$ cat src/rtl/core/led_blink_slot_table_defines.svh
// Assertion macros for the LED blink slot table.
// Used by rtl/core/led_blink_slot_table.sv; expects clk_i and rst_ni in scope.
`ifndef LED_BLINK_SLOT_TABLE_DEFINES_SVH
`define LED_BLINK_SLOT_TABLE_DEFINES_SVH

`ifndef SYNTH
`define LBST_ASSERT(name, prop, msg) \
  name: assert property (@(posedge clk_i) disable iff (!rst_ni) (prop)) else $error(msg);
`define LBST_ASSERT_NEXT(name, ante, cons, msg) \
  name: assert property (@(posedge clk_i) disable iff (!rst_ni) (ante) |=> (cons)) \
    else $error(msg);
`else
`define LBST_ASSERT(name, prop, msg)
`define LBST_ASSERT_NEXT(name, ante, cons, msg)
`endif

`endif

$ cat src/rtl/core/lbst_pkg.sv
// Package of the LED blink slot table: sizes, command and action codes, result type.
// No dependencies; used by the channel interfaces and the top level.
`default_nettype none

package lbst_pkg;

  localparam int unsigned SLOTS      = 16;
  localparam int unsigned LED_COUNT  = 64;
  localparam int unsigned SLOT_W     = (SLOTS > 1) ? $clog2(SLOTS) : 1;
  localparam int unsigned MIN_PERIOD = 2;

  // Total of elapsed time and tick is 17 bits, so the divider runs 17 steps.
  localparam int unsigned DIV_STEPS  = 17;
  localparam int unsigned CNT_W      = $clog2(DIV_STEPS);

  typedef enum logic [1:0] {
    CMD_TICK     = 2'd0,
    CMD_BLINK    = 2'd1,
    CMD_STOP     = 2'd2,
    CMD_STOP_ALL = 2'd3
  } cmd_e;

  typedef enum logic [1:0] {
    ACT_CLEAR  = 2'd0,
    ACT_WRITE  = 2'd1,
    ACT_COMMIT = 2'd2
  } act_e;

  typedef struct packed {
    act_e        action;
    logic [7:0]  led;
    logic [23:0] colour;
  } res_t;

endpackage

`default_nettype wire

$ cat src/rtl/core/lbst_cmd_if.sv
// Command channel of the LED blink slot table: valid, ready and one command beat.
// Takes the command codes from lbst_pkg.
`default_nettype none

interface lbst_cmd_if import lbst_pkg::*; ();
  logic        valid;
  logic        ready;
  cmd_e        command;
  logic [7:0]  led;
  logic [7:0]  red;
  logic [7:0]  green;
  logic [7:0]  blue;
  logic [15:0] period;
  logic [15:0] tick_ms;

  modport source (
    output valid, command, led, red, green, blue, period, tick_ms,
    input  ready
  );
  modport sink (
    input  valid, command, led, red, green, blue, period, tick_ms,
    output ready
  );
endinterface

`default_nettype wire

$ cat src/rtl/core/lbst_res_if.sv
// Result channel of the LED blink slot table: valid, ready and one layer action beat.
// Takes the action codes from lbst_pkg.
`default_nettype none

interface lbst_res_if import lbst_pkg::*; ();
  logic       valid;
  logic       ready;
  act_e       action;
  logic [7:0] led_index;
  logic [7:0] out_red;
  logic [7:0] out_green;
  logic [7:0] out_blue;
  logic       last;

  modport source (
    output valid, action, led_index, out_red, out_green, out_blue, last,
    input  ready
  );
  modport sink (
    input  valid, action, led_index, out_red, out_green, out_blue, last,
    output ready
  );
endinterface

`default_nettype wire

$ cat src/rtl/core/led_blink_slot_table.sv
// LED blink slot table: slot store, scan sequencer and shared restoring divider.
// Depends on lbst_pkg, lbst_cmd_if, lbst_res_if and led_blink_slot_table_defines.svh.
//
//   channel  modport  direction  beat
//   cmd_i    sink     in         command, led, red, green, blue, period, tick_ms
//   res_o    source   out        action, led_index, out_red, out_green, out_blue, last
//
// One command is taken at a time; cmd_i.ready is high only while the sequencer is idle.
// Stop all goes straight to the flush; blink and stop one LED each run one slot scan.
// A tick checks every slot and emits a write beat for each slot that comes out lit;
// each busy slot first runs the one-bit-per-cycle divider over DIV_STEPS steps.
// Results pass through a pending register and an output register, so a stalled res_o
// only holds the sequencer when it must place a new beat. Reset clears the table at once.
`default_nettype none
`include "led_blink_slot_table_defines.svh"

module led_blink_slot_table import lbst_pkg::*; (
  input  logic      clk_i,
  input  logic      rst_ni,
  lbst_cmd_if.sink  cmd_i,
  lbst_res_if.source res_o
);

  typedef enum logic [3:0] {
    ST_IDLE,
    ST_B_SCAN,
    ST_B_WRITE,
    ST_S_SCAN,
    ST_T_CHECK,
    ST_T_DIV,
    ST_T_UPD,
    ST_T_EMIT,
    ST_T_END,
    ST_FLUSH
  } state_e;

  state_e              state_q;
  logic [SLOT_W-1:0]   idx_q;
  logic [SLOTS-1:0]    active_q;
  logic [SLOTS-1:0]    lit_q;
  logic                changed_q;
  logic                match_found_q;
  logic [SLOT_W-1:0]   match_idx_q;
  logic                free_found_q;
  logic [SLOT_W-1:0]   free_idx_q;

  logic [7:0]          led_q;
  logic [23:0]         colour_q;
  logic [15:0]         period_q;
  logic [15:0]         ms_q;

  logic [16:0]         dvd_q;
  logic [14:0]         rem_q;
  logic [14:0]         half_q;
  logic [CNT_W-1:0]    cnt_q;
  logic                qnz_q;
  logic                qlsb_q;

  logic                pend_valid_q;
  res_t                pend_q;
  logic                out_valid_q;
  res_t                out_q;
  logic                out_last_q;

  logic [7:0]          slot_led_q     [SLOTS];
  logic [23:0]         slot_colour_q  [SLOTS];
  logic [15:0]         slot_period_q  [SLOTS];
  logic [15:0]         slot_elapsed_q [SLOTS];

  logic                accept;
  logic                out_free;
  logic                place_beat;
  logic                last_idx;
  logic                led_hit;
  logic                new_lit;
  logic                blink_ok;
  logic [SLOT_W-1:0]   chosen;
  logic [16:0]         total;
  logic [15:0]         trial;
  logic                ge;
  logic [15:0]         rem_d;

  assign cmd_i.ready = (state_q == ST_IDLE);
  assign accept      = cmd_i.valid && cmd_i.ready;
  assign out_free    = !out_valid_q || res_o.ready;
  // High in the cycles where the sequencer loads a new beat into the output register.
  assign place_beat  = out_free && ((state_q == ST_T_EMIT) || (state_q == ST_FLUSH) ||
                                    ((state_q == ST_T_END) && changed_q));
  assign last_idx    = (idx_q == SLOT_W'(SLOTS - 1));
  assign led_hit     = active_q[idx_q] && (slot_led_q[idx_q] == led_q);
  assign new_lit     = lit_q[idx_q] ^ qlsb_q;
  assign blink_ok    = (cmd_i.period >= 16'(MIN_PERIOD)) &&
                       ({1'b0, cmd_i.led} < 9'(LED_COUNT));
  assign chosen      = match_found_q ? match_idx_q :
                       (free_found_q ? free_idx_q : '0);
  assign total       = {1'b0, slot_elapsed_q[idx_q]} + {1'b0, ms_q};

  // One restoring division step: shift in the next dividend bit, subtract if it fits.
  assign trial = {rem_q, dvd_q[16]};
  assign ge    = (trial >= {1'b0, half_q});
  assign rem_d = ge ? (trial - {1'b0, half_q}) : trial;

  always_ff @(posedge clk_i or negedge rst_ni) begin
    if (!rst_ni) begin
      state_q       <= ST_IDLE;
      idx_q         <= '0;
      active_q      <= '0;
      lit_q         <= '0;
      changed_q     <= 1'b0;
      match_found_q <= 1'b0;
      match_idx_q   <= '0;
      free_found_q  <= 1'b0;
      free_idx_q    <= '0;
      cnt_q         <= '0;
      qnz_q         <= 1'b0;
      qlsb_q        <= 1'b0;
      pend_valid_q  <= 1'b0;
      out_valid_q   <= 1'b0;
      out_last_q    <= 1'b0;
    end else begin
      if (res_o.ready && !place_beat) begin
        out_valid_q <= 1'b0;
      end
      case (state_q)
        ST_IDLE: begin
          if (accept) begin
            led_q         <= cmd_i.led;
            colour_q      <= {cmd_i.red, cmd_i.green, cmd_i.blue};
            period_q      <= cmd_i.period;
            ms_q          <= cmd_i.tick_ms;
            idx_q         <= '0;
            match_found_q <= 1'b0;
            free_found_q  <= 1'b0;
            changed_q     <= 1'b0;
            case (cmd_i.command)
              CMD_TICK: begin
                pend_q       <= '{action: ACT_CLEAR, led: '0, colour: '0};
                pend_valid_q <= 1'b1;
                state_q      <= ST_T_CHECK;
              end
              CMD_BLINK: begin
                if (blink_ok) begin
                  state_q <= ST_B_SCAN;
                end
              end
              CMD_STOP: begin
                state_q <= ST_S_SCAN;
              end
              default: begin
                active_q     <= '0;
                lit_q        <= '0;
                pend_q       <= '{action: ACT_CLEAR, led: '0, colour: '0};
                pend_valid_q <= 1'b1;
                state_q      <= ST_FLUSH;
              end
            endcase
          end
        end
        ST_B_SCAN: begin
          if (!match_found_q && led_hit) begin
            match_found_q <= 1'b1;
            match_idx_q   <= idx_q;
          end
          if (!free_found_q && !active_q[idx_q]) begin
            free_found_q <= 1'b1;
            free_idx_q   <= idx_q;
          end
          if (last_idx) begin
            state_q <= ST_B_WRITE;
          end else begin
            idx_q <= idx_q + 1'b1;
          end
        end
        ST_B_WRITE: begin
          active_q[chosen] <= 1'b1;
          lit_q[chosen]    <= 1'b1;
          state_q          <= ST_IDLE;
        end
        ST_S_SCAN: begin
          if (led_hit) begin
            active_q[idx_q] <= 1'b0;
            lit_q[idx_q]    <= 1'b0;
          end
          if (last_idx) begin
            pend_q       <= '{action: ACT_WRITE, led: led_q, colour: '0};
            pend_valid_q <= 1'b1;
            state_q      <= ST_FLUSH;
          end else begin
            idx_q <= idx_q + 1'b1;
          end
        end
        ST_T_CHECK: begin
          if (active_q[idx_q]) begin
            dvd_q   <= total;
            rem_q   <= '0;
            half_q  <= slot_period_q[idx_q][15:1];
            cnt_q   <= CNT_W'(DIV_STEPS - 1);
            qnz_q   <= 1'b0;
            qlsb_q  <= 1'b0;
            state_q <= ST_T_DIV;
          end else if (last_idx) begin
            state_q <= ST_T_END;
          end else begin
            idx_q <= idx_q + 1'b1;
          end
        end
        ST_T_DIV: begin
          rem_q  <= rem_d[14:0];
          dvd_q  <= {dvd_q[15:0], 1'b0};
          qnz_q  <= qnz_q | ge;
          qlsb_q <= ge;
          if (cnt_q == '0) begin
            state_q <= ST_T_UPD;
          end else begin
            cnt_q <= cnt_q - 1'b1;
          end
        end
        ST_T_UPD: begin
          lit_q[idx_q] <= new_lit;
          if (qnz_q) begin
            changed_q <= 1'b1;
          end
          if (new_lit) begin
            state_q <= ST_T_EMIT;
          end else if (last_idx) begin
            state_q <= ST_T_END;
          end else begin
            idx_q   <= idx_q + 1'b1;
            state_q <= ST_T_CHECK;
          end
        end
        ST_T_EMIT: begin
          if (out_free) begin
            out_q       <= pend_q;
            out_last_q  <= 1'b0;
            out_valid_q <= 1'b1;
            pend_q      <= '{action: ACT_WRITE, led: slot_led_q[idx_q],
                             colour: slot_colour_q[idx_q]};
            if (last_idx) begin
              state_q <= ST_T_END;
            end else begin
              idx_q   <= idx_q + 1'b1;
              state_q <= ST_T_CHECK;
            end
          end
        end
        ST_T_END: begin
          if (!changed_q) begin
            state_q <= ST_FLUSH;
          end else if (out_free) begin
            out_q       <= pend_q;
            out_last_q  <= 1'b0;
            out_valid_q <= 1'b1;
            pend_q      <= '{action: ACT_COMMIT, led: '0, colour: '0};
            state_q     <= ST_FLUSH;
          end
        end
        ST_FLUSH: begin
          // The held beat is the final one of this command.
          if (out_free) begin
            out_q        <= pend_q;
            out_last_q   <= 1'b1;
            out_valid_q  <= 1'b1;
            pend_valid_q <= 1'b0;
            state_q      <= ST_IDLE;
          end
        end
        default: begin
          state_q <= ST_IDLE;
        end
      endcase
    end
  end

  // Slot payload; it is only read for active slots, which a blink has written.
  always_ff @(posedge clk_i) begin
    if (state_q == ST_B_WRITE) begin
      slot_led_q[chosen]     <= led_q;
      slot_colour_q[chosen]  <= colour_q;
      slot_period_q[chosen]  <= period_q;
      slot_elapsed_q[chosen] <= '0;
    end
    if (state_q == ST_T_UPD) begin
      slot_elapsed_q[idx_q] <= {1'b0, rem_q};
    end
  end

  assign res_o.valid     = out_valid_q;
  assign res_o.action    = out_q.action;
  assign res_o.led_index = out_q.led;
  assign res_o.out_red   = out_q.colour[23:16];
  assign res_o.out_green = out_q.colour[15:8];
  assign res_o.out_blue  = out_q.colour[7:0];
  assign res_o.last      = out_last_q;

  `LBST_ASSERT(a_lit_needs_active, (lit_q & ~active_q) == '0, "lit slot is not active")
  `LBST_ASSERT(a_rem_below_half, (state_q == ST_T_DIV) |-> (rem_q < half_q), "remainder not below half period")
  `LBST_ASSERT(a_pend_held, (state_q == ST_T_CHECK || state_q == ST_T_DIV || state_q == ST_T_UPD || state_q == ST_T_EMIT || state_q == ST_T_END || state_q == ST_FLUSH) |-> pend_valid_q, "no pending beat during result sequence")
  `LBST_ASSERT_NEXT(a_stop_all_clears, accept && cmd_i.command == CMD_STOP_ALL, active_q == '0, "stop all left a slot active")
  `LBST_ASSERT_NEXT(a_flush_ends, state_q == ST_FLUSH && out_free, state_q == ST_IDLE && out_valid_q && out_last_q, "final beat not placed with last")

endmodule

`default_nettype wire
$ cat src/flat_wrapper.sv
// flat-port wrapper written by rule: the top's interface ports become plain ports
module led_blink_slot_table_flat import lbst_pkg::*;
  (clk_i, rst_ni, cmd_i_valid, cmd_i_command, cmd_i_led, cmd_i_red, cmd_i_green, cmd_i_blue, cmd_i_period, cmd_i_tick_ms, cmd_i_ready, res_o_valid, res_o_action, res_o_led_index, res_o_out_red, res_o_out_green, res_o_out_blue, res_o_last, res_o_ready);
  lbst_cmd_if cmd_i_i ();
  lbst_res_if res_o_i ();
  input  logic clk_i;
  input  logic rst_ni;
  input wire logic [$bits(cmd_i_i.valid)-1:0] cmd_i_valid;
  input wire logic [$bits(cmd_i_i.command)-1:0] cmd_i_command;
  input wire logic [$bits(cmd_i_i.led)-1:0] cmd_i_led;
  input wire logic [$bits(cmd_i_i.red)-1:0] cmd_i_red;
  input wire logic [$bits(cmd_i_i.green)-1:0] cmd_i_green;
  input wire logic [$bits(cmd_i_i.blue)-1:0] cmd_i_blue;
  input wire logic [$bits(cmd_i_i.period)-1:0] cmd_i_period;
  input wire logic [$bits(cmd_i_i.tick_ms)-1:0] cmd_i_tick_ms;
  output wire logic [$bits(cmd_i_i.ready)-1:0] cmd_i_ready;
  output wire logic [$bits(res_o_i.valid)-1:0] res_o_valid;
  output wire logic [$bits(res_o_i.action)-1:0] res_o_action;
  output wire logic [$bits(res_o_i.led_index)-1:0] res_o_led_index;
  output wire logic [$bits(res_o_i.out_red)-1:0] res_o_out_red;
  output wire logic [$bits(res_o_i.out_green)-1:0] res_o_out_green;
  output wire logic [$bits(res_o_i.out_blue)-1:0] res_o_out_blue;
  output wire logic [$bits(res_o_i.last)-1:0] res_o_last;
  input wire logic [$bits(res_o_i.ready)-1:0] res_o_ready;
  assign cmd_i_i.valid = cmd_i_valid;
  assign cmd_i_i.command = cmd_i_command;
  assign cmd_i_i.led = cmd_i_led;
  assign cmd_i_i.red = cmd_i_red;
  assign cmd_i_i.green = cmd_i_green;
  assign cmd_i_i.blue = cmd_i_blue;
  assign cmd_i_i.period = cmd_i_period;
  assign cmd_i_i.tick_ms = cmd_i_tick_ms;
  assign cmd_i_ready = cmd_i_i.ready;
  assign res_o_valid = res_o_i.valid;
  assign res_o_action = res_o_i.action;
  assign res_o_led_index = res_o_i.led_index;
  assign res_o_out_red = res_o_i.out_red;
  assign res_o_out_green = res_o_i.out_green;
  assign res_o_out_blue = res_o_i.out_blue;
  assign res_o_last = res_o_i.last;
  assign res_o_i.ready = res_o_ready;
  led_blink_slot_table u_core (.clk_i(clk_i), .rst_ni(rst_ni), .cmd_i(cmd_i_i), .res_o(res_o_i));
endmodule
$ cat config.mk
export PLATFORM = sky130hd
export DESIGN_NAME = led_blink_slot_table_flat
export DESIGN_NICKNAME = d
export VERILOG_FILES = /design/src/rtl/core/lbst_pkg.sv /design/src/rtl/core/lbst_cmd_if.sv /design/src/rtl/core/lbst_res_if.sv /design/src/rtl/core/led_blink_slot_table.sv /design/src/flat_wrapper.sv
export VERILOG_INCLUDE_DIRS = /design/src /design/src/rtl/core
export SDC_FILE = /design/constraint.sdc
export NUM_CORES = 1
export LEC_CHECK = 0
export ABC_AREA = 1
export BUFFER_PORTS_ARGS = -buffer_cell sky130_fd_sc_hd__buf_2
export CAP_MARGIN = 30
export CORE_ASPECT_RATIO = 0.8
export CORE_MARGIN = 5
export CORE_UTILIZATION = 32
export CTS_CLUSTER_DIAMETER = 80
export DETAILED_ROUTE_END_ITERATION = 6
export PLACE_DENSITY = 0.48
export SETUP_SLACK_MARGIN = 0.05
export SYNTH_ARGS = -nofsm -noshare
export SYNTH_HDL_FRONTEND = slang
export SYNTH_SLANG_ARGS = --single-unit
$ cat constraint.sdc
create_clock -name clk_i -period 22.8 [get_ports clk_i]
set_input_delay 6.84 -clock clk_i [delete_from_list [all_inputs] [get_ports clk_i]]
set_output_delay 6.84 -clock clk_i [all_outputs]
set_load 0.02 [all_outputs]
# After elaboration in Yosys (flattened, before gate mapping)
# Memory sizes are Yosys's and may differ from the RTL's. A register that Yosys moved wholly into a read port is not among the register bits.
# Index checks and enable logic that the tools add are counted.
# op_classes
add_sub_neg	4
multipliers	0
n_div	0
magnitude_cmp	7
eq_ne	34
shift	0
mux	81
n_bitwise	7
n_reduce_logical	52
# ops
operator	count
$mux W34	8
$pmux W34 S4	1
$mux W4	21
$pmux W34 S2	1
$mux W16	4
$pmux W16 S4	1
$pmux W16 S3	1
$mux W15	3
$pmux W4 S9	1
$pmux W17 S2	1
$and A16 B16 Y16	2
$or A16 B16 Y16	2
$pmux W15 S2	1
$reduce_and A3 Y1	9
$ne A2 B1 Y1 const B	12
$mux W1	20
$pmux W4 S5	1
$add A16 B16 Y17	1
$mux W17	1
$bwmux W16	1
$eq A4 B3 Y1 const B	4
$ge A16 B15 Y1	1
$ge A16 B2 Y1 const B	1
$not A16 Y16	1
42 further kinds	86
# word_totals
ff_bits	224
latch_bits	0
ram_bits	1008
rom_bits	0
output_inout_bits	37
word_cells	215
memories	4
# mem_list
name	depth	word_bits	read_ports	rd_ports_with_merged_regs	write_ports	line_no	rtl
u_core.slot_colour_q	16	24	1	0	1	led_blink_slot_table.sv:66	logic [23:0] slot_colour_q [SLOTS];
u_core.slot_period_q	16	16	1	1	1	led_blink_slot_table.sv:67	logic [15:0] slot_period_q [SLOTS];
u_core.slot_elapsed_q	16	15	1	0	1	led_blink_slot_table.sv:68	logic [15:0] slot_elapsed_q [SLOTS];
u_core.slot_led_q	16	8	1	0	1	led_blink_slot_table.sv:65	logic [7:0] slot_led_q [SLOTS];

# Logic depth before layout (Yosys ltp)
# Gate-level depths: netlist of run 1.
# depth
word_depth	10
ltp_mapped	22

# Worst setup path after synthesis of run 1
# OpenSTA, ideal clock, no wires.
# synth_timing
path_kind	input port to flip-flop
startpoint	input cmd_i_command[0]
endpoint	register u_core.pend_q[0] in the netlist's numbering (enable)
arrival_time_ns	12.677
t_required_ns	22.191
path_slack_ns	9.514
cell_stages	5
n_path_buf	0
path_cell_list	inv_1 ha_1 nand2_1 o2111ai_1 a2111oi_0
# synth_between
elab_chain_len	4
elab_cells_between_ends	5
# synth_rtl
element	line_no	rtl
start, declared	flat_wrapper.sv:9	input wire logic [$bits(cmd_i_i.command)-1:0] cmd_i_command;
$eq A2 B2 Y1 or $eq A2 B1 Y1 (tied branches)	led_blink_slot_table.sv:135	case (cmd_i.command)
$reduce_or A2 Y1 (no source line) (*)	-	
$ne A2 B2 Y1 (no source line) (*)	-	
$reduce_and A8 Y1 (no source line) (*)	-	
end signal, assigned	led_blink_slot_table.sv:137	pend_q <= '{action: ACT_CLEAR, led: '0, colour: '0};
end signal, assigned	led_blink_slot_table.sv:152	pend_q <= '{action: ACT_CLEAR, led: '0, colour: '0};
end signal, assigned	led_blink_slot_table.sv:185	pend_q <= '{action: ACT_WRITE, led: led_q, colour: '0};
end, declared	led_blink_slot_table.sv:60	res_t pend_q;
# Mark *: on every way between the ends. The rest lies on a longest branch, timed or not.
# A chain may end at the register's enable or synchronous reset.

# Final worst setup path of run 1
# layout_timing
startpoint	register u_core.state_q[3]
endpoint	output cmd_i_ready
# layout_between
elab_chain_len	1
# layout_rtl
element	line_no	rtl
start, declared	led_blink_slot_table.sv:37	state_e state_q;
start signal, assigned	led_blink_slot_table.sv:105	state_q <= ST_IDLE;
start signal, assigned	led_blink_slot_table.sv:139	state_q <= ST_T_CHECK;
start signal, assigned	led_blink_slot_table.sv:143	state_q <= ST_B_SCAN;
$logic_not A4 Y1	led_blink_slot_table.sv:83	assign cmd_i.ready = (state_q == ST_IDLE);
end, declared	flat_wrapper.sv:16	output wire logic [$bits(cmd_i_i.ready)-1:0] cmd_i_ready;
# No other way between the ends.

==> results by group, run 1 <==
Run status
  • Status: finished with violations
  • Failing checks: DRC

Timing
  • Hold_ws: 0.416 ns
  • RSZ-0062 raised after global routing: no
  • Worst-margin pin slew: between 1 and 1.5 ns
  • Final hold vios: 0
  • Final setup fails: 0
  • Final number of max-transition violations: 0
  • Final critical-path required period: 8.86 ns
  • Fin crit share: between 30 and 40%
  • Clk_skew: 0.0336 ns
  • Max-Slew Margin vs Limit: a little under a third
  • Post-route setup TNS: 0 ns
  • F_max: ~0.11 GHz

Routing
  • Antenna-violating nets left: 0
  • Total wire length: 142000 um
  • Pre-Repair DR Iteration Count: 7
  • DRC viols: 1
  • Vias per inst: 4.98
  • DRT iter0 DRCs: 2882
  • Drt wl/cell: 22.2 um
  • Vias: 31893

Power
  • Leak: 0.0200 uW
  • Cell area power density: 111 nW/um^2
  • IR drop worst, VDD: 88.7 uV
  • Tot Pwr: between 6000 and 7000 uW

Yosys
  • Syn Nets: 4217
  • Synth unique cells: 48
  • Post-synth EDFFs: about 1200
  • Yosys warns: 0
  • #FFs+latches synth: 1230
  • Seq/Total Area, Yosys: around three quarters
  • Synth async-reset ratio: 4.88%
  • Avg Inst Size Synth: 12.2 um^2
  • Top_reg_cell synth: edfxtp_1
  • Post-Syn Area: 50100 um^2
  • Mapped Cells: between 4000 and 5000

Critical path
  • Worst-path fanout max: 8
  • Worst setup path endpoint: cmd_i_ready
  • Critical Path Start: u_core.state_q[3]
  • CP Cell Sequence: nor2_1 > inv_1 > nor2_2 > buf_2
  • CP Data Arrival Time: 2.02 ns
  • Reg2reg end: u_core.dvd_q[10]
  • R2R depth: 15
  • R2R setup slack: ~18 ns
  • Worst path max stage delay: 0.45 ns
  • Critical Path RT: around 16 ns
  • Type of origin of the critical path: flop
  • Critical R2R Launch: u_core.idx_q[1]
  • WS Path Type: flop to output port
  • Max stage delay cell, worst path: dfrtp_1
  • CP endpoint kind: output port

Clocking
  • H-tree depth reported by CTS: 4
  • CTS tree: built
  • Hold buffer count at cts: 0
  • CTS Buffer Depth: 3
  • Total CTS buffers: 134
  • Clock sinks: around 1200
  • Clock Latency Late Sink: 0.77 ns
  • CTS resizes: 0
  • Clock Pin Slew Worst Setup and Hold Paths: 0.06 ns
  • Root buffer cell: clkbuf_16
  • Post-CTS Setup Inserts: 0

Place
  • Placed wire-length estimate: 75800 um
  • Cell Area, Placed: 53200 um^2
  • Gpl congestion: a little over 0.8
  • Buffers on Ports: 105

Floorplan
  • # rows: between 100 and 150
  • Die footprint: ~160000 um^2
  • I/O pin count: 107
  • Initial Util: 32.3%
  • Die height: 364 um
  • Core area: roughly 160000 um^2
  • Die Wd: about 450 um

Final layout
  • Fin area: 57500 um^2
  • Layout net count: 4322
  • Fillers: 14910
  • Final Util: a little under two fifths
  • Area growth from synthesis to layout: 14.8%
  • Ratio of cells with drive above 1 in the final layout: 9.94%

Global route
  • First-pass GRT wire length: approximately 210000 um
  • Total gr overflow: 0
  • Vias in the first global route: 30195
  • Antenna violations before repair: 8
  • Total GRT Usage: 16.9%
  • Largest net degree at the start of global routing: 219

Worst hold path
  • Hold Path Class: flop to flop

Job
  • Maxcap violations: 0
## layout by cell type, fill, tap and decap left out, types with 7 or more instances in the layout
master     netlist  final
clkinv_1         3     31
nor2_4           1     22
xor2_1          20     20
ha_1            42     42
nor2_1         621    584
o21ai_0        562    562
a41oi_1         24     24
o211ai_1        12     12
o21bai_1         7      7
clkbuf_16        0    137
inv_1          203    202
nand3_1         99     99
xnor2_1          8      8
dfrtp_1         60     58
clkinv_2         0     16
nor2_2           2     18
clkbuf_1       157     25
nand4_1         37     37
inv_6            0      7
buf_4           12     74
buf_2           41    105
bufinv_16        0      9
nand2_1        648    648
a21oi_1         57     57
o22ai_1        226    226
edfxtp_1      1170   1170
o21ai_1         15     15
nor3_1          15     14
## sequential cells by signal (all words and copies together), names as in the netlist, 15 cells and up
name                   count
u_core.slot_led_q        128
u_core.dvd_q              17
u_core.rem_q              15
u_core.active_q           16
u_core.slot_elapsed_q    240
u_core.period_q           15
u_core.slot_colour_q     384
u_core.slot_period_q     240
u_core.ms_q               16
u_core.colour_q           24
u_core.pend_q             34
u_core.lit_q              16
u_core.half_q             15
## cell usage after synthesis (4+ instances only)
cell	count	share of area, %
edfxtp_1	1170	70
nand2_1	648	4.9
nor2_1	621	4.7
o21ai_0	562	5.6
o22ai_1	226	2.8
inv_1	203	1.5
clkbuf_1	157	1.2
nand3_1	99	0.99
dfrtp_1	60	3.0
a21oi_1	57	0.57
ha_1	42	1.0
buf_2	41	0.41
nand4_1	37	0.46
a41oi_1	24	0.42
xor2_1	20	0.35
nor3_1	15	0.15
o21ai_1	15	0.15
buf_4	12	0.18
o211ai_1	12	0.18
xnor2_1	8	0.14
o21bai_1	7	0.10
buf_1	6	0.045
a311oi_1	5	0.087
buf_6	5	0.11
a21boi_0	4	0.060
a21o_1	4	0.060
a31oi_1	4	0.050
## report_power, final
part | internal (uW) | leakage [uW] | switching, uW | total [uW]
combinational | 432 | 0.00635 | 1110 | 1540
sequential | 2640 | 0.0116 | 97.3 | 2740
clock | 1210 | 0.00204 | 898 | 2100
total | 4280 | 0.0200 | 2110 | 6380
## layout make-up
cell class                      instances  area (um^2)  area share (%)
Antenna cell                            3         7.51          0.0131
Clock buffer                          162         3520            6.12
Clock inverter                         73          658            1.14
Inverter                              210          815            1.42
Multi-Input combinational cell       2442        11900            20.7
Sequential cell                      1230        36600            63.7
Tap cell                             2096         2620            4.56
Timing Repair Buffer                  190         1330            2.32
## stage by stage
step,worst slack [ns],instances
5_1_grt,13.77,6404
4_1_cts,13.87,6396
3_5_place_dp,13.36,6161
6_report,13.94,6406
3_3_place_gp,13.37,6152
2_1_floorplan,9.51,4103
## critical path: cells and delay by family, from the launching register on
family / cells / cell delay (ns)
buffers and inverters: 2 / 0.36
AND/OR/NAND/NOR: 2 / 0.45
flip-flops: 1 / 0.45
## layer usage
metal	share of wire, %	vias up	track usage, %
li1	-	14956	-
met1	48	15950	25.0
met2	45	813	26.2
met3	5.2	174	2.99
met4	1.6	0	3.85
met5	0	-	0
## how the worst min path moves through the flow
stage / start / to / slack, ns / depth (start not counted)
CTS: u_core.pend_q[13] / u_core.res_o.out_green[5] / 0.42 / 0
finish: u_core.pend_q[13] / u_core.res_o.out_green[5] / 0.42 / 0
global placement: u_core.pend_q[4] / u_core.res_o.out_blue[4] / 0.41 / 0
detailed placement: u_core.pend_q[13] / u_core.res_o.out_green[5] / 0.41 / 0
floorplan: u_core.pend_q[32] / u_core.res_o.action[0] / 0.40 / 0
global route: u_core.pend_q[12] / u_core.res_o.out_green[4] / 0.42 / 0
## cells by family after synthesis
logic type / after synthesis / synth area share, %
AO/OA/AOI/OAI: 938 / 10.4
XOR/XNOR: 28 / 0.490
adder cells (fa/ha/maj): 44 / 1.13
buffers and inverters: 431 / 3.50
flip-flops: 1230 / 73.1
multiplexers: 1 / 0.0225
AND/OR/NAND/NOR: 1431 / 11.3
Power figures use the tool's default switching activity.
==> run 2, diff against run 1 <==
==> constraint.sdc (replaced) <==
create_clock -name clk_i -period 9.11 [get_ports clk_i]
set_input_delay 2.733 -clock clk_i [delete_from_list [all_inputs] [get_ports clk_i]]
set_output_delay 2.733 -clock clk_i [all_outputs]
set_load 0.02 [all_outputs]
==> run 2 against run 1 <==
Compared with the run above: the run now ends clean; global-route usage is essentially flat; clock skew down 0.0074 ns; critical path depth is 13 higher; flip-flop and latch count stayed put; count of clock-buffer cells in the layout increased by 9; die area stayed put; design area fell by 0.28%; hold slack got worse by 0.00093 ns; total power rose to 2.5 times the previous value.
==> results by group, run 2 (same netlist as run 1, synthesis figures left out) <==
Clocking
  • H-tree depth reported by CTS: 4
  • Total CTS buffers: 135
  • CTS resizes: 0
  • Clock Latency Late Sink: 0.76 ns
  • CTS tree: built
  • Clock sinks: 1230
  • Clock Pin Slew Worst Setup and Hold Paths: 0.06 ns
  • CTS Buffer Depth: 3
  • Root buffer cell: clkbuf_16
  • Post-CTS Setup Inserts: 0
  • Hold buffer count at cts: 0

Final layout
  • Most frequent cells in the layout: edfxtp_1 (1170), nand2_1 (648), nor2_1 (584)
  • Most common cell after layout, fill and taps aside: edfxtp_1
  • Ratio of cells with drive above 1 in the final layout: 9.40%
  • Final Util: 37.0%
  • Area growth from synthesis to layout: 14.5%
  • Register area: roughly 37000 um^2
  • Largest Register: u_core.slot_colour_q
  • Fillers: 15091
  • Area of the multi-input gates: between 10000 and 15000 um^2
  • Regs by FF count: u_core.slot_colour_q x384, u_core.slot_elapsed_q x240, u_core.slot_period_q x240
  • Antenna Cells: 0
  • Max reg flops: roughly 380
  • Non-Filler Instances: 6392
  • Layout net count: roughly 4300

Routing
  • DRT iter0 DRCs: a little under 3000
  • Antenna-violating nets left: 0
  • Total wire length: 143000 um
  • Vias per inst: ~5.0
  • Pre-Repair DR Iteration Count: 6
  • Vias: around 32000
  • Drt wl/cell: 22.3 um
  • DRC viols: 0

Timing
  • Clk_skew: about 0.026 ns
  • Worst-margin pin slew: 1.02 ns
  • Final setup fails: 0
  • Fin crit share: 57.5%
  • Final hold vios: 0
  • Final critical-path required period: 5.24 ns
  • Hold_ws: 0.415 ns
  • Final number of max-transition violations: 0
  • F_max: 0.191 GHz
  • RSZ-0062 raised after global routing: no
  • Post-route setup TNS: 0 ns
  • Max-Slew Margin vs Limit: 32.0%

Global route
  • Total GRT Usage: 16.9%
  • Vias in the first global route: 30635
  • Largest net degree at the start of global routing: 257
  • Total gr overflow: 0
  • First-pass GRT wire length: 209000 um
  • Antenna violations before repair: 1

Critical path
  • CP Data Arrival Time: 5.87 ns
  • WS Path Type: flop to flop
  • Reg2reg end: u_core.lit_q[0]
  • Type of origin of the critical path: flop
  • CP endpoint kind: flop
  • R2R setup slack: 3.87 ns
  • Critical Path RT: 9.74 ns
  • R2R depth: 17
  • Critical R2R Launch: u_core.idx_q[0]
  • Worst-path fanout max: 256

Floorplan
  • Die Wd: 452 um
  • Die height: around 360 um
  • I/O pin count: 107
  • Die footprint: approximately 160000 um^2
  • # rows: 129
  • Initial Util: 32.3%
  • Core area: 155000 um^2

Place
  • Gpl congestion: 0.808
  • Cells after DPL: 6153
  • Placed wire-length estimate: 73800 um
  • Buffers on Ports: ~110

Power
  • IR drop worst, VDD: 303 uV
  • Leak: ~0.020 uW
  • Tot Pwr: 16000 uW
  • Cell area power density: 278 nW/um^2

Worst hold path
  • Cell depth of the worst hold path: 0
  • Hold Path Class: flop to flop
  • Min-delay src: u_core.pend_q[23]
  • Hold Path End: u_core.res_o.out_red[7]

Run status
  • Status: completed

Job
  • Maxcap violations: 0
==> run 2: cell types whose count changed in the layout (fill, tap and decap cells not counted), sizes merged <==
| cell | change |
|---|---|
| clkinv | -1 |
| buf | -14 |
| diode | -3 |
| clkbuf | +9 |
| inv | -2 |
| clkinvlp | -3 |
==> run 2: how the worst max path moves through the flow <==
stage | start | cells past startpoint | end | slack, ns
floorplan | rst_ni | 2 | u_core.colour_q[0] | 1.45
global placement | rst_ni | 5 | u_core.colour_q[17] | 3.86
detailed placement | rst_ni | 5 | u_core.pend_q[20] | 3.83
CTS | u_core.idx_q[0] | 17 | u_core.lit_q[0] | 3.95
global route | u_core.idx_q[0] | 17 | u_core.lit_q[15] | 3.54
finish | u_core.idx_q[0] | 17 | u_core.lit_q[0] | 3.87
==> run 2: per-layer routing <==
metal	share of wire [%]	vias up	global-route usage, %
li1	-	14942	-
met5	0	-	0
met4	1.9	0	4.51
met1	48	16130	24.9
met3	5.2	192	2.35
met2	45	908	26.4
==> run 2: final cells by class <==
class	count	area share, %
Inverter	210	1.42
Tap cell	2096	4.57
Clock inverter	67	1.04
Clock buffer	171	6.22
Multi-Input combinational cell	2442	20.8
Timing Repair Buffer	176	2.09
Sequential cell	1230	63.9
==> run 2: stage by stage <==
step / setup slack, ns / cell area [um^2]
4_1_cts: 3.95 / 57300
6_report: 3.87 / 57300
3_5_place_dp: 3.83 / 53200
2_1_floorplan: 1.45 / 50100
5_1_grt: 3.54 / 57300
3_3_place_gp: 3.86 / 53000
==> run 2: worst max-delay path: stages, from the launching register on <==
cell,delay [ns]
dfrtp_4,0.83
inv_16,0.79
buf_4,0.86
nand2_1,0.11
nand3_1,0.10
nand2_1,0.07
nand2_1,0.05
nand2_1,0.07
nor2_1,0.46
nor2_1,0.09
nor2_1,0.13
nand2_1,0.06
nor2_1,0.19
nand3_1,0.21
nand2_4,0.41
nand2_4,0.26
nand2_1,0.12
nand2_1,0.06
==> run 2: power by group <==
group / total [uW] / leakage (uW) / switching [uW] / internal, uW
clock network: 5250 / 0.00202 / 2220 / 3020
registers: 6850 / 0.0116 / 251 / 6600
logic: 3850 / 0.00628 / 2780 / 1070
total: 16000 / 0.0199 / 5260 / 10700
